===== src/hdl/xrs_pkg.sv =====
// xrs_pkg: shared types and constants of the xorshift random source
package xrs_pkg;

  localparam int unsigned SeedW  = 64;
  localparam int unsigned WordW  = 32;
  localparam int unsigned PctW   = 7;

  localparam logic [SeedW-1:0] DefaultSeed = 64'hDEAD_BEEF_CAFE_BABE;
  localparam logic [SeedW-1:0] StarMult    = 64'h2545_F491_4F6C_DD1D;
  localparam int unsigned      ShA         = 12;
  localparam int unsigned      ShB         = 25;
  localparam int unsigned      ShC         = 27;
  localparam logic [WordW-1:0] PctScale    = 32'd100;

  typedef enum logic [1:0] {
    FUNC_NEXT   = 2'd0,
    FUNC_RANGE  = 2'd1,
    FUNC_CHANCE = 2'd2,
    FUNC_RESEED = 2'd3
  } func_e;

  // handshake between the sequencer and an iterative unit
  typedef struct packed {
    logic busy;
    logic done;
  } unit_stat_t;

endpackage


===== src/hdl/xrs_if.sv =====
// xrs_if: request and response channel interfaces of the random source
interface xrs_req_if;
  logic                        valid;
  logic                        ready;
  xrs_pkg::func_e              func;
  logic [xrs_pkg::SeedW-1:0]   seed_value;
  logic [xrs_pkg::WordW-1:0]   range_low;
  logic [xrs_pkg::WordW-1:0]   range_high;
  logic [xrs_pkg::PctW-1:0]    percent;

  modport source (output valid, func, seed_value, range_low, range_high, percent,
                  input ready);
  modport sink   (input valid, func, seed_value, range_low, range_high, percent,
                  output ready);
endinterface

interface xrs_rsp_if;
  logic                        valid;
  logic                        ready;
  logic [xrs_pkg::WordW-1:0]   value;
  logic                        hit;

  modport source (output valid, value, hit, input ready);
  modport sink   (input valid, value, hit, output ready);
endinterface


===== src/hdl/xrs_mul.sv =====
// xrs_mul: upper word of the 64-bit star product through one shared 32x32 multiplier
module xrs_mul (
  input  logic                      clk_i,
  input  logic                      rst_ni,
  input  logic                      start_i,
  input  logic [xrs_pkg::SeedW-1:0] x_i,
  output xrs_pkg::unit_stat_t       stat_o,
  output logic [xrs_pkg::WordW-1:0] word_o
);

  localparam logic [xrs_pkg::WordW-1:0] MultLo = xrs_pkg::StarMult[31:0];
  localparam logic [xrs_pkg::WordW-1:0] MultHi = xrs_pkg::StarMult[63:32];

  logic                        busy_q;
  logic                        done_q;
  logic [1:0]                  step_q;
  logic [xrs_pkg::SeedW-1:0]   x_q;
  logic [xrs_pkg::SeedW-1:0]   prod_q;
  logic [xrs_pkg::WordW-1:0]   acc_q;
  logic [xrs_pkg::WordW-1:0]   op_a;
  logic [xrs_pkg::WordW-1:0]   op_b;
  logic [xrs_pkg::WordW-1:0]   part;

  // low*low gives the carry half, the two cross terms add only their low halves
  always_comb begin
    unique case (step_q)
      2'd0:    begin op_a = x_q[31:0];  op_b = MultLo; end
      2'd1:    begin op_a = x_q[63:32]; op_b = MultLo; end
      2'd2:    begin op_a = x_q[31:0];  op_b = MultHi; end
      default: begin op_a = '0;         op_b = '0;     end
    endcase
    part = (step_q == 2'd1) ? prod_q[63:32] : prod_q[31:0];
  end

  always_ff @(posedge clk_i or negedge rst_ni) begin
    if (!rst_ni) begin
      busy_q <= 1'b0;
      done_q <= 1'b0;
      step_q <= '0;
      x_q    <= '0;
      prod_q <= '0;
      acc_q  <= '0;
    end else begin
      done_q <= 1'b0;
      if (start_i) begin
        busy_q <= 1'b1;
        step_q <= '0;
        x_q    <= x_i;
        acc_q  <= '0;
      end else if (busy_q) begin
        prod_q <= op_a * op_b;
        step_q <= step_q + 2'd1;
        if (step_q != 2'd0) begin
          acc_q <= acc_q + part;
        end
        if (step_q == 2'd3) begin
          busy_q <= 1'b0;
          done_q <= 1'b1;
        end
      end
    end
  end

  assign stat_o.busy = busy_q;
  assign stat_o.done = done_q;
  assign word_o      = acc_q;

endmodule


===== src/hdl/xrs_div.sv =====
// xrs_div: restoring remainder unit, one dividend bit per cycle
module xrs_div (
  input  logic                      clk_i,
  input  logic                      rst_ni,
  input  logic                      start_i,
  input  logic [xrs_pkg::WordW-1:0] dividend_i,
  input  logic [xrs_pkg::WordW-1:0] divisor_i,
  output xrs_pkg::unit_stat_t       stat_o,
  output logic [xrs_pkg::WordW-1:0] rem_o
);

  logic                        busy_q;
  logic                        done_q;
  logic [4:0]                  cnt_q;
  logic [xrs_pkg::WordW-1:0]   quo_q;
  logic [xrs_pkg::WordW-1:0]   rem_q;
  logic [xrs_pkg::WordW-1:0]   den_q;
  logic [xrs_pkg::WordW:0]     trial;
  logic [xrs_pkg::WordW:0]     diff;
  logic [xrs_pkg::WordW-1:0]   rem_d;

  always_comb begin
    trial = {rem_q, quo_q[xrs_pkg::WordW-1]};
    diff  = trial - {1'b0, den_q};
    rem_d = diff[xrs_pkg::WordW] ? trial[xrs_pkg::WordW-1:0] : diff[xrs_pkg::WordW-1:0];
  end

  always_ff @(posedge clk_i or negedge rst_ni) begin
    if (!rst_ni) begin
      busy_q <= 1'b0;
      done_q <= 1'b0;
      cnt_q  <= '0;
      quo_q  <= '0;
      rem_q  <= '0;
      den_q  <= '0;
    end else begin
      done_q <= 1'b0;
      if (start_i) begin
        busy_q <= 1'b1;
        cnt_q  <= '0;
        quo_q  <= dividend_i;
        rem_q  <= '0;
        den_q  <= divisor_i;
      end else if (busy_q) begin
        rem_q <= rem_d;
        quo_q <= {quo_q[xrs_pkg::WordW-2:0], 1'b0};
        cnt_q <= cnt_q + 5'd1;
        if (cnt_q == 5'd31) begin
          busy_q <= 1'b0;
          done_q <= 1'b1;
        end
      end
    end
  end

  assign stat_o.busy = busy_q;
  assign stat_o.done = done_q;
  assign rem_o       = rem_q;

endmodule


===== src/hdl/xorshift_random_source.sv =====
// xorshift_random_source: xorshift64* generator with ranged and chance draws
//
//  channel | dir | payload                                        | handshake
//  req_i   | in  | func, seed_value, range_low, range_high, percent| valid/ready
//  rsp_o   | out | value, hit                                     | valid/ready
//
// reseed gives no word; trivial range/chance: IDLE, then FIN, then the output register
// next word: launch, four multiplier steps, result, output
// range and chance: multiplier, then 32 remainder steps
// one item at a time; req_i.ready is high only while the sequencer is idle
// a finished word waits in the output register while the next request is taken
// reset loads the default seed, no clearing pass
module xorshift_random_source (
  input  logic             clk_i,
  input  logic             rst_ni,
  xrs_req_if.sink          req_i,
  xrs_rsp_if.source        rsp_o
);

  typedef enum logic [1:0] {
    ST_IDLE,
    ST_MUL,
    ST_DIV,
    ST_FIN
  } state_e;

  state_e                      state_q;
  logic [xrs_pkg::SeedW-1:0]   gen_q;
  xrs_pkg::func_e              op_q;
  logic [xrs_pkg::WordW-1:0]   lo_q;
  logic [xrs_pkg::WordW-1:0]   span_q;
  logic [xrs_pkg::PctW-1:0]    pct_q;
  logic [xrs_pkg::WordW-1:0]   den_q;
  logic [xrs_pkg::WordW-1:0]   res_val_q;
  logic                        res_hit_q;
  logic                        mul_start_q;
  logic                        div_start_q;
  logic                        out_valid_q;
  logic [xrs_pkg::WordW-1:0]   out_val_q;
  logic                        out_hit_q;

  logic [xrs_pkg::SeedW-1:0]   xs_a;
  logic [xrs_pkg::SeedW-1:0]   xs_b;
  logic [xrs_pkg::SeedW-1:0]   xs_next;
  logic [xrs_pkg::WordW-1:0]   span_in;
  logic                        accept;
  xrs_pkg::unit_stat_t         mul_stat;
  xrs_pkg::unit_stat_t         div_stat;
  logic [xrs_pkg::WordW-1:0]   mul_word;
  logic [xrs_pkg::WordW-1:0]   div_rem;

  // state advance: three constant shifts, computed combinationally
  always_comb begin
    xs_a    = gen_q ^ (gen_q >> xrs_pkg::ShA);
    xs_b    = xs_a ^ (xs_a << xrs_pkg::ShB);
    xs_next = xs_b ^ (xs_b >> xrs_pkg::ShC);
    span_in = req_i.range_high - req_i.range_low + 32'd1;
  end

  assign req_i.ready = (state_q == ST_IDLE);
  assign accept      = req_i.valid && (state_q == ST_IDLE);

  xrs_mul u_mul (
    .clk_i   (clk_i),
    .rst_ni  (rst_ni),
    .start_i (mul_start_q),
    .x_i     (gen_q),
    .stat_o  (mul_stat),
    .word_o  (mul_word)
  );

  xrs_div u_div (
    .clk_i      (clk_i),
    .rst_ni     (rst_ni),
    .start_i    (div_start_q),
    .dividend_i (mul_word),
    .divisor_i  (den_q),
    .stat_o     (div_stat),
    .rem_o      (div_rem)
  );

  always_ff @(posedge clk_i or negedge rst_ni) begin
    if (!rst_ni) begin
      state_q     <= ST_IDLE;
      gen_q       <= xrs_pkg::DefaultSeed;
      op_q        <= xrs_pkg::FUNC_NEXT;
      lo_q        <= '0;
      span_q      <= '0;
      pct_q       <= '0;
      den_q       <= '0;
      res_val_q   <= '0;
      res_hit_q   <= 1'b0;
      mul_start_q <= 1'b0;
      div_start_q <= 1'b0;
      out_valid_q <= 1'b0;
      out_val_q   <= '0;
      out_hit_q   <= 1'b0;
    end else begin
      mul_start_q <= 1'b0;
      div_start_q <= 1'b0;
      if (rsp_o.ready) begin
        out_valid_q <= 1'b0;
      end
      unique case (state_q)
        ST_IDLE: begin
          if (accept) begin
            op_q      <= req_i.func;
            lo_q      <= req_i.range_low;
            span_q    <= span_in;
            pct_q     <= req_i.percent;
            res_val_q <= '0;
            res_hit_q <= 1'b0;
            unique case (req_i.func)
              xrs_pkg::FUNC_RESEED: begin
                gen_q <= (req_i.seed_value == '0) ? xrs_pkg::DefaultSeed : req_i.seed_value;
              end
              xrs_pkg::FUNC_NEXT: begin
                gen_q       <= xs_next;
                mul_start_q <= 1'b1;
                state_q     <= ST_MUL;
              end
              xrs_pkg::FUNC_RANGE: begin
                if (req_i.range_high <= req_i.range_low) begin
                  res_val_q <= req_i.range_low;
                  state_q   <= ST_FIN;
                end else begin
                  gen_q       <= xs_next;
                  mul_start_q <= 1'b1;
                  state_q     <= ST_MUL;
                end
              end
              xrs_pkg::FUNC_CHANCE: begin
                if (req_i.percent >= xrs_pkg::PctScale[xrs_pkg::PctW-1:0]) begin
                  res_hit_q <= 1'b1;
                  state_q   <= ST_FIN;
                end else if (req_i.percent == '0) begin
                  state_q   <= ST_FIN;
                end else begin
                  gen_q       <= xs_next;
                  mul_start_q <= 1'b1;
                  state_q     <= ST_MUL;
                end
              end
              default: ;
            endcase
          end
        end
        ST_MUL: begin
          if (mul_stat.done) begin
            unique case (op_q)
              xrs_pkg::FUNC_RANGE: begin
                // full 32-bit span wraps to zero: raw word, no division
                if (span_q == '0) begin
                  res_val_q <= lo_q + mul_word;
                  state_q   <= ST_FIN;
                end else begin
                  den_q       <= span_q;
                  div_start_q <= 1'b1;
                  state_q     <= ST_DIV;
                end
              end
              xrs_pkg::FUNC_CHANCE: begin
                den_q       <= xrs_pkg::PctScale;
                div_start_q <= 1'b1;
                state_q     <= ST_DIV;
              end
              default: begin
                res_val_q <= mul_word;
                state_q   <= ST_FIN;
              end
            endcase
          end
        end
        ST_DIV: begin
          if (div_stat.done) begin
            if (op_q == xrs_pkg::FUNC_CHANCE) begin
              res_hit_q <= (div_rem < {{(xrs_pkg::WordW - xrs_pkg::PctW){1'b0}}, pct_q});
            end else begin
              res_val_q <= lo_q + div_rem;
            end
            state_q <= ST_FIN;
          end
        end
        ST_FIN: begin
          // output register free or being emptied this cycle
          if (!out_valid_q || rsp_o.ready) begin
            out_valid_q <= 1'b1;
            out_val_q   <= res_val_q;
            out_hit_q   <= res_hit_q;
            state_q     <= ST_IDLE;
          end
        end
        default: state_q <= ST_IDLE;
      endcase
    end
  end

  assign rsp_o.valid = out_valid_q;
  assign rsp_o.value = out_val_q;
  assign rsp_o.hit   = out_hit_q;

endmodule


===== src/flat_wrapper.sv =====
// flat-port wrapper written by rule: the top's interface ports become plain ports
module xorshift_random_source_flat 
  (clk_i, rst_ni, req_i_valid, req_i_func, req_i_seed_value, req_i_range_low, req_i_range_high, req_i_percent, req_i_ready, rsp_o_valid, rsp_o_value, rsp_o_hit, rsp_o_ready);
  xrs_req_if req_i_i ();
  xrs_rsp_if rsp_o_i ();
  input  logic clk_i;
  input  logic rst_ni;
  input wire logic [$bits(req_i_i.valid)-1:0] req_i_valid;
  input wire logic [$bits(req_i_i.func)-1:0] req_i_func;
  input wire logic [$bits(req_i_i.seed_value)-1:0] req_i_seed_value;
  input wire logic [$bits(req_i_i.range_low)-1:0] req_i_range_low;
  input wire logic [$bits(req_i_i.range_high)-1:0] req_i_range_high;
  input wire logic [$bits(req_i_i.percent)-1:0] req_i_percent;
  output wire logic [$bits(req_i_i.ready)-1:0] req_i_ready;
  output wire logic [$bits(rsp_o_i.valid)-1:0] rsp_o_valid;
  output wire logic [$bits(rsp_o_i.value)-1:0] rsp_o_value;
  output wire logic [$bits(rsp_o_i.hit)-1:0] rsp_o_hit;
  input wire logic [$bits(rsp_o_i.ready)-1:0] rsp_o_ready;
  assign req_i_i.valid = req_i_valid;
  assign req_i_i.func = req_i_func;
  assign req_i_i.seed_value = req_i_seed_value;
  assign req_i_i.range_low = req_i_range_low;
  assign req_i_i.range_high = req_i_range_high;
  assign req_i_i.percent = req_i_percent;
  assign req_i_ready = req_i_i.ready;
  assign rsp_o_valid = rsp_o_i.valid;
  assign rsp_o_value = rsp_o_i.value;
  assign rsp_o_hit = rsp_o_i.hit;
  assign rsp_o_i.ready = rsp_o_ready;
  xorshift_random_source u_core (.clk_i(clk_i), .rst_ni(rst_ni), .req_i(req_i_i), .rsp_o(rsp_o_i));
endmodule

===== config.mk =====
export PLATFORM = sky130hd
export DESIGN_NAME = xorshift_random_source_flat
export DESIGN_NICKNAME = d
export VERILOG_FILES = /design/src/hdl/xrs_pkg.sv /design/src/hdl/xrs_if.sv /design/src/hdl/xrs_mul.sv /design/src/hdl/xrs_div.sv /design/src/hdl/xorshift_random_source.sv /design/src/flat_wrapper.sv
export SDC_FILE = /design/constraint.sdc
export NUM_CORES = 2
export LEC_CHECK = 0
export BUFFER_PORTS_ARGS = -buffer_cell sky130_fd_sc_hd__buf_2
export CORE_MARGIN = 2
export CORE_UTILIZATION = 49
export CTS_BUF_LIST = sky130_fd_sc_hd__clkbuf_4
export CTS_CLUSTER_SIZE = 25
export DETAILED_ROUTE_END_ITERATION = 10
export PLACE_DENSITY = 0.73
export RECOVER_POWER = 25
export SKIP_CTS_REPAIR_TIMING = 1
export SLEW_MARGIN = 25
export SYNTH_ARGS = -nofsm -noshare
export SYNTH_HDL_FRONTEND = slang
export SYNTH_HIERARCHICAL = 1
export SYNTH_SLANG_ARGS = --single-unit

===== constraint.sdc =====
create_clock -name clk_i -period 9.03 [get_ports clk_i]
set_input_delay 0.4515 -clock clk_i [delete_from_list [all_inputs] [get_ports clk_i]]
set_output_delay 0.4515 -clock clk_i [all_outputs]
set_load 0.1 [all_outputs]

==> reports/results.ini <==
[run_status]
status=finished, violations left
violations=max-capacitance violations, max-slew violations

[placed_design]
hpwl_mm=153.2
gp_congestion=1.060
io_buffer_count=175
place_inst=7711
place_ws_ps=104.0

[timing]
max_freq_mhz=114.8
setup_slack_ps=320.2
finalCritPeriodShare_pct=96.45
finClkSkew_ps=75.50
period_needed_ps=8710
slew_headroom_pct=-167.2
tightest_slew_ps=4009
setup_viol=0
drv_slew=626
timing.setup.tns_ps=0
hold_viol_final=0

[cells_and_area]
fin_nets=7869
area_growth_pct=10.86
final_util_pct=54.93
drive_above_1_share_pct=12.47
fill_cells=10333
final_cells=8092

[drt]
via_per_inst=5.705
post_drt_wl_per_cell_um=23.01
drt_iter0_markers=4231
firstDrtPassIters=6
antenna_left=0
routed_wl_mm=186.2
drc=0
vias=46167

[synthesis]
yosysWarnings=6
syn_nets=7506
syn_inst=6101
avgSynthCellArea_um2=9.311
synth_area_um2=56810

[clock_network]
clk_pin_slew_ps=70
ctsRootBufferMaster=clkbuf_4
cts_tree=done
clock_latency_ps=1030
max-clock-path-buffers=3
cts_buffers=143
cts_max_level=4
clock_sinks=507

[worst_setup_path]
ff2ff_setup_slack_ps=320
worstReg2RegStart=u_core/u_mul/step_q[0]
critical_path_class=reg2reg
r2r_cells=24
worstPathRequired_ps=9890
critPathCapture=u_core/u_mul/prod_q[57]
path_max_fanout=31
worst_r2r_endpoint=u_core/u_mul/prod_q[57]
crit_path_start=u_core/u_mul/step_q[0]
cp.arrival_ps=9570
start_kind=flip-flop
worstSetupEndpointType=flip-flop

[global_routing]
grt_overflow=0
grt_pass1_vias=46596
grt_pass1_wl_mm=281.2
grt_usage_pct=31.49
grt_max_degree=161
antenna_found_initial=8

[pwr]
power_mw=4.868
power_density_nw_per_um2=77.30
peakVddDrop_uv=157.9
leakage_nw=32.77

[floorplan]
initial_utilization_pct=49.55
io_pins=176
fp.dieW_um=344.5
core_area_um2=114700
dieArea_um2=118700
fp-row-count=124
die_h_um=344.5

[worst_hold_path]
hold_path_class=in2reg

[run]
max_cap_viol_count=8

[per-layer routing]
| metal | global-route usage, % | up-vias | wire length (um) |
|---|---|---|---|
| li1 | - | 21115 | - |
| met1 | 41.31 | 22710 | 76960 |
| met2 | 50.75 | 1862 | 85860 |
| met3 | 5.269 | 478 | 13100 |
| met4 | 15.14 | 2 | 10250 |
| met5 | 0 | - | 11 |
[cells in the final DEF, fill, tap and decap left out, types with 59 or more instances in the layout]
master / n
nor2_1: 263
clkbuf_4: 213
mux2_2: 140
ha_1: 635
buf_4: 130
nor3_1: 61
a21o_1: 105
dlygate4sd3_1: 111
a21oi_1: 277
dfrtp_1: 458
buf_2: 174
xnor2_1: 203
nand2_1: 567
xor2_1: 102
o21ai_0: 432
nand2b_1: 59
fa_1: 625
inv_1: 1065
[registers in the layout, indices dropped and copies added (netlist names), 5 cells and up]
signal / count
u_core/u_mul/word_o: 32
u_core/den_q: 32
u_core/pct_q: 7
u_core/u_div/rem_o: 32
u_core/lo_q: 32
u_core/span_q: 32
u_core/rsp_o.value: 32
u_core/u_div/den_q: 32
u_core/gen_q: 64
u_core/u_div/quo_q: 32
u_core/res_val_q: 32
u_core/u_mul/x_q: 64
u_core/u_mul/prod_q: 64
u_core/u_div/cnt_q: 5
[critical path, stage by stage (launching register included)]
cell and delay (ps):
dfrtp_2 460, ha_1 310, buf_12 210, or2_2 460
inv_1 280, nand2_1 200, inv_1 410, fa_1 500
ha_1 320, fa_1 540, inv_1 50, fa_1 500
inv_1 60, fa_1 440, fa_1 650, fa_1 470
ha_1 310, ha_1 440, a21oi_1 100, o21ai_0 590
a21boi_0 300, o21ai_0 390, a21oi_1 160, o2111a_1 160
a221o_1 250
[worst min path at each step]
stage	from	end	slack, ps	cells past startpoint
final	req_i_range_high[11]	u_core/span_q[11]	60	4
after global routing	req_i_range_high[11]	u_core/span_q[11]	5	4
after CTS	rst_ni	u_core/gen_q[56]	-710	1
after detailed placement	rst_ni	u_core/gen_q[52]	450	1
after global placement	rst_ni	u_core/gen_q[52]	440	1
after floorplan	rst_ni	u_core/den_q[0]	160	0
[metrics by stage]
stage                     instance area (um^2)  hold slack, ps
after CTS                                61730          -711.2
final                                    62980           61.98
after global routing                     62970           4.542
after floorplan                          56810           155.9
after detailed placement                 59860           448.6
after global placement                   59860           443.5
[where the power goes]
group	switching, mW	internal [mW]
combinational	0.237	0.145
clock	1.07	1.15
sequential	0	2.27
[area by class of cell]
cell class              instances  area, um^2  share of cell area [%]
flip-flops and latches        507       12750                   20.25
repair buffers                430        3118                   4.951
clock buffers                 213        1599                   2.539
multi-input cells            4313       39320                   62.43
inverters                    1069        4016                   6.378
well taps                    1512        1892                   3.004
diodes                          6       15.01                 0.02384
clock inverters                42       267.8                  0.4252
Power figures use the tool's default switching activity.
